## src/sv/spq_pkg.sv

```systemverilog
// Shared types and constants for the sorted priority queue.
`timescale 1ns / 1ps

package spq_pkg;

  localparam int TAG_BITS      = 32;
  localparam int PRIORITY_BITS = 16;
  localparam int KIND_BITS     = 2;
  localparam int STATUS_BITS   = 2;
  localparam int OCC_BITS      = 5;

  typedef logic [KIND_BITS-1:0]   kind_t;
  typedef logic [STATUS_BITS-1:0] status_t;

  localparam kind_t KIND_INSERT = 2'd0;
  localparam kind_t KIND_REMOVE = 2'd1;
  localparam kind_t KIND_LIST   = 2'd2;

  localparam status_t STATUS_OK    = 2'd0;
  localparam status_t STATUS_EMPTY = 2'd1;
  localparam status_t STATUS_FULL  = 2'd2;

  typedef enum logic {
    ST_IDLE,
    ST_LIST
  } spq_state_t;

  typedef enum logic [1:0] {
    CELL_HOLD,
    CELL_INSERT,
    CELL_REMOVE,
    CELL_ROTATE
  } cell_op_t;

  typedef struct packed {
    kind_t                           kind;
    logic [TAG_BITS-1:0]             job_tag;
    logic signed [PRIORITY_BITS-1:0] job_priority;
  } spq_in_t;

  typedef struct packed {
    status_t                         status;
    logic [TAG_BITS-1:0]             out_tag;
    logic signed [PRIORITY_BITS-1:0] out_priority;
    logic                            last;
    logic [OCC_BITS-1:0]             occupancy;
  } spq_out_t;

  typedef struct packed {
    logic [TAG_BITS-1:0]             tag;
    logic signed [PRIORITY_BITS-1:0] prio;
  } spq_entry_t;

  // Broadcast from the controller to every cell.
  typedef struct packed {
    cell_op_t   op;
    spq_entry_t ins;
    spq_entry_t head;
  } cell_ctrl_t;

endpackage

```

## src/sv/sorted_priority_queue.sv

```systemverilog
// Insert and remove: one transaction per cycle while out_stall holds no result; the result is
// registered at acceptance. Listing N jobs: N results, one per free output cycle, with input
// stalled meanwhile. The chain rotates once per listed job.
// A result held by out_stall also stalls the input until it is taken.
// Reset (rst_n low, synchronous) empties the queue at once; slot contents are not cleared.
`timescale 1ns / 1ps

module sorted_priority_queue #(
  parameter int CAPACITY = 16
) (
  input  logic              clk,
  input  logic              rst_n,
  input  logic              in_valid,
  output logic              in_stall,
  input  spq_pkg::spq_in_t  in_data,
  output logic              out_valid,
  input  logic              out_stall,
  output spq_pkg::spq_out_t out_data
);

  localparam int CNT_BITS = $clog2(CAPACITY + 1);

  spq_pkg::spq_state_t state_r, state_nxt;
  logic [CNT_BITS-1:0] count_r, count_nxt;
  logic [CNT_BITS-1:0] rem_r, rem_nxt;
  logic                out_valid_r;
  spq_pkg::spq_out_t   out_r, out_d;
  logic                out_load;
  logic                out_free;
  logic                in_acc;
  logic                full, empty;
  logic [CNT_BITS+spq_pkg::OCC_BITS-1:0] occ_wide;

  spq_pkg::cell_ctrl_t ctrl;
  spq_pkg::spq_entry_t cell_q [CAPACITY];
  logic                cell_keep [CAPACITY];

  assign out_free = !out_valid_r || !out_stall;
  assign in_stall = (state_r != spq_pkg::ST_IDLE) || !out_free;
  assign in_acc   = in_valid && !in_stall;
  assign full     = (count_r == CNT_BITS'(CAPACITY));
  assign empty    = (count_r == '0);
  assign occ_wide = {{spq_pkg::OCC_BITS{1'b0}}, count_nxt};

  // ---- cell chain ----
  genvar gi;
  generate
    for (gi = 0; gi < CAPACITY; gi++) begin : g_cell
      logic                occupied;
      logic                is_tail;
      logic                left_keep;
      spq_pkg::spq_entry_t left_entry;
      spq_pkg::spq_entry_t right_entry;

      assign occupied = (CNT_BITS'(gi) < count_r);
      assign is_tail  = (count_r == CNT_BITS'(gi + 1));

      if (gi == 0) begin : g_first
        assign left_keep  = 1'b1;
        assign left_entry = ctrl.ins;
      end else begin : g_mid
        assign left_keep  = cell_keep[gi-1];
        assign left_entry = cell_q[gi-1];
      end

      if (gi == CAPACITY - 1) begin : g_last
        assign right_entry = cell_q[gi];
      end else begin : g_inner
        assign right_entry = cell_q[gi+1];
      end

      spq_cell u_cell (
        .clk         (clk),
        .ctrl        (ctrl),
        .occupied    (occupied),
        .is_tail     (is_tail),
        .left_keep   (left_keep),
        .left_entry  (left_entry),
        .right_entry (right_entry),
        .entry       (cell_q[gi]),
        .keep        (cell_keep[gi])
      );
    end
  endgenerate

  // ---- next state ----
  always_comb begin
    state_nxt = state_r;
    unique case (state_r)
      spq_pkg::ST_IDLE: begin
        if (in_acc && (in_data.kind == spq_pkg::KIND_LIST) && !empty) begin
          state_nxt = spq_pkg::ST_LIST;
        end
      end
      spq_pkg::ST_LIST: begin
        if (out_free && (rem_r == CNT_BITS'(1))) begin
          state_nxt = spq_pkg::ST_IDLE;
        end
      end
      default: state_nxt = spq_pkg::ST_IDLE;
    endcase
  end

  // ---- controller outputs ----
  always_comb begin
    ctrl.op       = spq_pkg::CELL_HOLD;
    ctrl.ins.tag  = in_data.job_tag;
    ctrl.ins.prio = in_data.job_priority;
    ctrl.head     = cell_q[0];
    count_nxt     = count_r;
    rem_nxt       = rem_r;
    out_load      = 1'b0;
    out_d         = '0;

    unique case (state_r)
      spq_pkg::ST_IDLE: begin
        if (in_acc) begin
          unique case (in_data.kind)
            spq_pkg::KIND_INSERT: begin
              out_load = 1'b1;
              if (full) begin
                out_d.status = spq_pkg::STATUS_FULL;
              end else begin
                ctrl.op      = spq_pkg::CELL_INSERT;
                count_nxt    = count_r + CNT_BITS'(1);
                out_d.status = spq_pkg::STATUS_OK;
              end
            end
            spq_pkg::KIND_REMOVE: begin
              out_load = 1'b1;
              if (empty) begin
                out_d.status = spq_pkg::STATUS_EMPTY;
              end else begin
                ctrl.op            = spq_pkg::CELL_REMOVE;
                count_nxt          = count_r - CNT_BITS'(1);
                out_d.status       = spq_pkg::STATUS_OK;
                out_d.out_tag      = cell_q[0].tag;
                out_d.out_priority = cell_q[0].prio;
              end
            end
            spq_pkg::KIND_LIST: begin
              if (empty) begin
                out_load     = 1'b1;
                out_d.status = spq_pkg::STATUS_EMPTY;
              end else begin
                rem_nxt = count_r;
              end
            end
            default: ; // unused kind: swallowed without a result
          endcase
          out_d.last = 1'b1;
        end
      end
      spq_pkg::ST_LIST: begin
        if (out_free) begin
          out_load           = 1'b1;
          ctrl.op            = spq_pkg::CELL_ROTATE;
          rem_nxt            = rem_r - CNT_BITS'(1);
          out_d.status       = spq_pkg::STATUS_OK;
          out_d.out_tag      = cell_q[0].tag;
          out_d.out_priority = cell_q[0].prio;
          out_d.last         = (rem_r == CNT_BITS'(1));
        end
      end
      default: ;
    endcase

    out_d.occupancy = occ_wide[spq_pkg::OCC_BITS-1:0];
  end

  // ---- registers ----
  always_ff @(posedge clk) begin
    if (!rst_n) begin
      state_r     <= spq_pkg::ST_IDLE;
      count_r     <= '0;
      rem_r       <= '0;
      out_valid_r <= 1'b0;
    end else begin
      state_r <= state_nxt;
      count_r <= count_nxt;
      rem_r   <= rem_nxt;
      if (out_load) begin
        out_valid_r <= 1'b1;
      end else if (!out_stall) begin
        out_valid_r <= 1'b0;
      end
    end
  end

  always_ff @(posedge clk) begin
    if (out_load) begin
      out_r <= out_d;
    end
  end

  assign out_valid = out_valid_r;
  assign out_data  = out_r;

endmodule

```

## src/sv/spq_cell.sv

```systemverilog
// One queue slot: holds an entry and shifts it with its neighbours.
`timescale 1ns / 1ps

module spq_cell (
  input  logic                clk,
  input  spq_pkg::cell_ctrl_t ctrl,
  input  logic                occupied,
  input  logic                is_tail,
  input  logic                left_keep,
  input  spq_pkg::spq_entry_t left_entry,
  input  spq_pkg::spq_entry_t right_entry,
  output spq_pkg::spq_entry_t entry,
  output logic                keep
);

  spq_pkg::spq_entry_t entry_r;
  spq_pkg::spq_entry_t entry_nxt;

  // Equal priority stays ahead of the new job, so ties leave in arrival order.
  assign keep  = occupied && ($signed(entry_r.prio) >= $signed(ctrl.ins.prio));
  assign entry = entry_r;

  always_comb begin
    entry_nxt = entry_r;
    unique case (ctrl.op)
      spq_pkg::CELL_INSERT: begin
        if (!keep) begin
          entry_nxt = left_keep ? ctrl.ins : left_entry;
        end
      end
      spq_pkg::CELL_REMOVE: entry_nxt = right_entry;
      spq_pkg::CELL_ROTATE: entry_nxt = is_tail ? ctrl.head : right_entry;
      default:              entry_nxt = entry_r;
    endcase
  end

  always_ff @(posedge clk) begin
    entry_r <= entry_nxt;
  end

endmodule

```

## config.mk

```make
export PLATFORM = sky130hd
export DESIGN_NAME = sorted_priority_queue
export DESIGN_NICKNAME = d
export VERILOG_FILES = /design/src/sv/spq_pkg.sv /design/src/sv/sorted_priority_queue.sv /design/src/sv/spq_cell.sv
export SDC_FILE = /design/constraint.sdc
export NUM_CORES = 2
export LEC_CHECK = 0
export BUFFER_PORTS_ARGS = -buffer_cell sky130_fd_sc_hd__buf_2
export CAP_MARGIN = 20
export CELL_PAD_IN_SITES_DETAIL_PLACEMENT = 0
export CELL_PAD_IN_SITES_GLOBAL_PLACEMENT = 1
export CORE_MARGIN = 2
export CORE_UTILIZATION = 35
export CTS_CLUSTER_SIZE = 8
export DETAILED_ROUTE_END_ITERATION = 10
export MAX_ROUTING_LAYER = met4
export PLACE_DENSITY_LB_ADDON = 0.1
export SLEW_MARGIN = 0
export SYNTH_ARGS = -nofsm -noshare
export SYNTH_HDL_FRONTEND = slang
export SYNTH_HIERARCHICAL = 1
export SYNTH_SLANG_ARGS = --single-unit
export TNS_END_PERCENT = 10
```

## constraint.sdc

```tcl
create_clock -name clk -period 9.6 [get_ports clk]
set_clock_uncertainty 0.2 [all_clocks]
set_input_delay 1.92 -clock clk [delete_from_list [all_inputs] [get_ports clk]]
set_output_delay 1.92 -clock clk [all_outputs]
set_load 0.01 [all_outputs]
```

# Word-level counts from Yosys, hierarchy flattened
# Index checks and enable logic that the tools add are counted.
dict set report totals {
  out_inout_bits 58
  wordCells 269
  regBits 836
}
dict set report classes {
  addsub 3
  bitwise 1
  n_eq_ne 45
  n_reduce_logical 50
  magnitude_cmp 32
  muxes 97
}
# op n
set ops {}
lappend ops {{48-bit two-way mux} 49}
lappend ops {{48-bit one-hot mux with 3 select lines} 15}
lappend ops {{16-bit greater-or-equal comparator} 16}
lappend ops {{51-bit one-hot mux with 2 select lines} 1}
lappend ops {{48-bit one-hot mux with 2 select lines} 1}
lappend ops {{51-bit two-way mux} 1}
lappend ops {{49-bit two-way mux} 1}
lappend ops {{5-bit by 4-bit equality test with 1-bit output, second input constant} 8}
lappend ops {{4-bit by 5-bit < comparator with 1-bit output, first input constant} 8}
lappend ops {{5-bit two-way mux} 8}
lappend ops {{2-bit != test, second input constant} 20}
lappend ops {{2-bit AND reduction} 14}
lappend ops {{5-bit by 3-bit equality test with 1-bit output, second input constant} 4}
lappend ops {{1-bit logical AND} 20}
lappend ops {{3-bit by 5-bit < comparator with 1-bit output, first input constant} 4}
lappend ops {{5-bit one-hot mux with 2 select lines} 2}
lappend ops {{2-bit one-hot mux with 2 select lines} 3}
lappend ops {{5-bit by 1-bit equality test with 1-bit output, second input constant} 2}
lappend ops {{5-bit by 2-bit equality test with 1-bit output, second input constant} 2}
lappend ops {{1-bit by 5-bit < comparator with 1-bit output, first input constant} 2}
lappend ops {{2-bit by 5-bit < comparator with 1-bit output, first input constant} 2}
lappend ops {{5-bit by 1-bit subtractor with 5-bit output, second input constant} 2}
lappend ops {{1-bit two-way mux} 9}
lappend ops {{2-bit two-way mux} 4}
lappend ops {{other kinds (16)} 30}

# Logic depth before layout (Yosys ltp)
dict set report logic_depth {
  depth_word 11
  ltp_mapped 13
  mapped_depth_nobuf 10
}

# By module
# The synthesis kept the hierarchy.
# mod n_inst cells_each seq_area_each_um2 area_per_inst_um2
set by_module_without_submodules {}
lappend by_module_without_submodules {{spq_cell (g_cell[1].u_cell ...)} 9 334 1441.4 3432.0}
lappend by_module_without_submodules {{spq_cell (g_cell[0].u_cell ...)} 7 332 1441.4 3413.3}
lappend by_module_without_submodules {sorted_priority_queue 1 299 1921.8 3375.7}

# Least setup slack after synthesis
# OpenSTA, ideal clock, no wires.
dict set report synth_timing {
  kind {input -> register}
  startpoint {input in_data[48] (netlist name)}
  endpoint {register g_cell[1].u_cell.entry_r, in the netlist g_cell[1].u_cell/entry[0], enable pin}
  path_stages 6
  setup_slack_ns 1.640
  arrival_ns 7.341
  setup_ns 0.419
  required_ns 8.981
  cell_sequence {inv_1 ha_1 nand2b_1 o21ai_0 nand3_1 o211ai_2}
}
# item line_no
set synth_lines {}
lappend synth_lines {{start: declaration} sorted_priority_queue.sv:15} ;# input spq_pkg::spq_in_t in_data,
lappend synth_lines {{end signal: assignment} spq_cell.sv:38} ;# entry_r <= entry_nxt;
lappend synth_lines {{end: declaration} spq_cell.sv:16} ;# spq_pkg::spq_entry_t entry_r;

==> metrics.csv <==
metric;value;unit
outcome;complete, but fails checks;
failing checks;design-rule violations;
IO Port Bufs;111;
WL/cell;27.8;um
RSZ-0062 raised after global routing;false;
worst slack, placed;2.90;ns
CP peak stage delay;0.68;ns
die height;412;um
WS Path Type;in -> reg;
clock buffer depth;3;
filler cell count in the final layout;16400;
sw frac;34.5;%
R2R depth;11;
fin. max-slew vios;0;
data required time of the critical path;9.86;ns
Buf/Inv on CP;5;
global-route usage over all layers;25.7;%
Final ANT Viol Nets;0;
Post-CTS Setup Bufs;0;
Top cell by count, worst path;buf_4;
io pins;112;
largest net degree at the start of global routing;231;
dpl hpwl;132;mm
routed vias/inst;5.74;
CP startpoint kind;input port;
mean post-synth cell area;10.3;um2
Rel. slew slack;21.7;%
sw power;4.57;mW
CTS clk-pin slew, worst paths;0.05;ns
clock group share of total power;29.1;%
Levels on crit path;14;
vias in the first global route;42900;
DIE AREA;169000;um2
M1 GR Usage;33.7;%
Worst Path Arrival;6.25;ns
Fin. Hold Viols;0;
first-pass GRT wire length;312;mm
busiest metal layer after global routing;met2;
crit end category;register;
Syn Inst Count;5625;
ratio of cells with drive above 1 in the final layout;8.43;%
total number of yosys warnings;6;
CTS tree;done;
internal power;8.69;mW
LEAKAGE;27.9;nW
VDD IR max;140;uV
PwrDens;207;nW/um2
via count;44500;
Num CTS Buffers;116;
Remaining DRCs;18;
post-cts resize count;0;
row count;149;
Final Wtd Congestion;0.859;
area delta synth->final;10.2;%
Core ar.;165000;um2
worst min path class;reg -> reg;
clock latency on the worst-skew pair;0.74;ns
1st-iter DRT viols;3300;
H-Tree Depth;3;
fin nets;5855;
crit-path cells;buf_2 -> buf_4 -> inv_1 -> ha_1 -> nand4_2 -> nor4_4 -> o21ai_2 -> nand4_1 -> nor3b_4 -> buf_4 -> buf_4 -> nor2b_1 -> a211oi_1 -> a21oi_1;
Root Buffer;clkbuf_16;
Post-CTS Hold Fix Bufs;0;
PnR worst setup slack;3.61;ns
initial core utilization;35.2;%
CP max stage cell;nor4_4;
grt ovf;0;
DR pass1 iterations;11;
Max-Cap Viols;0;
Final setup viols;0;
combinational share of power;28.5;%
setup_tns;0;ns
fin crit share;62.4;%
Final Core Density;38.8;%
worst hold path depth;2;
CP top delay family;buffers and inverters;
M3 GR Usage;2.30;%
Synth Cell Area;58100;um2
initial antenna violation count;27;
Hold WS;0.270;ns
Final min period;5.99;ns
Flop pwr share;42.4;%
Crit Path Max Fanout;38;
Worst-Margin Slew;1.17;ns
f_max;167;MHz
clock tree sinks;836;
Design Power;13.3;mW
die width;412;um
total detailed-routing wirelength;216;mm
routing usage on met2;42.1;%
-- stage by stage --
step           instances  area (um2)
6_report            7759       64100
5_1_grt             7757       64000
4_1_cts             7753       64000
3_5_place_dp        7604       60900
3_3_place_gp        7603       60900
2_1_floorplan       5630       58200
-- worst reg2reg max path: cells and delay by family (launching register included) --
family | cells | cell delay, ns
buffers and inverters | 4 | 2.15
AND/OR/NAND/NOR | 3 | 0.77
flip-flops | 1 | 0.69
AO/OA/AOI/OAI | 2 | 0.56
adder cells (fa/ha/maj) | 1 | 0.40
multiplexers | 1 | 0.35
-- power groups by stage --
stage	combinational [mW]	sequential (mW)	clock (mW)
after floorplan	2.53	5.51	0
after global placement	3.72	5.70	0
after detailed placement	3.77	5.70	0
after CTS	3.78	5.63	3.97
after global routing	4.18	5.73	4.09
final	3.78	5.63	3.85
-- sequential cells by signal (all words and copies together), names as in the netlist --
name,count
state_r,1
rem_r,5
out_valid,1
count_r,5
out_data,56
g_cell.u_cell/entry,768
-- cells in the final DEF (no fill, tap or decap), drive strengths merged, types with 8 or more instances in the layout --
cell type	n
a221oi	9
o21bai	8
nor3b	12
clkbuf	144
inv	314
ha	268
nand4	56
buf	221
nor2b	824
a2bb2oi	9
nand3	16
o21ai	49
dfxtp	12
a211o	15
mux2i	770
nor4	18
nand2	125
o211ai	24
o21a	16
nand2b	13
nor2	33
edfxtp	824
a21o	44
a21oi	871
a211oi	783
and2	8
-- path summary, 6_finish.rpt --
| path | from | endpoint | slack [ns] |
|---|---|---|---|
| worst max register to register | count_r[1] | g_cell[0].u_cell/entry[18] | 4.05 |
| worst max-delay path | in_data[13] | g_cell[10].u_cell/entry[15] | 3.61 |
| worst min register to register | rem_r[4] | rem_r[4] | 0.27 |
| worst min-delay path | rem_r[4] | rem_r[4] | 0.27 |
-- layout make-up --
cell class / count / area (um2) / area share, %
multi-input combinational: 4045 / 30500 / 47.6
sequential: 836 / 25000 / 39.0
clock buffer: 144 / 3040 / 4.74
tap: 2189 / 2740 / 4.28
timing repair buffer: 221 / 1480 / 2.31
inverter: 313 / 1180 / 1.85
clock inverter: 5 / 101 / 0.158
antenna: 6 / 15.0 / 0.0234
-- routing by layer --
| layer | share of wire (%) | up-vias |
|---|---|---|
| met2 | 48 | 1037 |
| met5 | 0 | - |
| met3 | 3.8 | 306 |
| li1 | - | 21100 |
| met1 | 45 | 22100 |
| met4 | 3.3 | 0 |
Note: power is estimated with default switching activity, not from simulation.
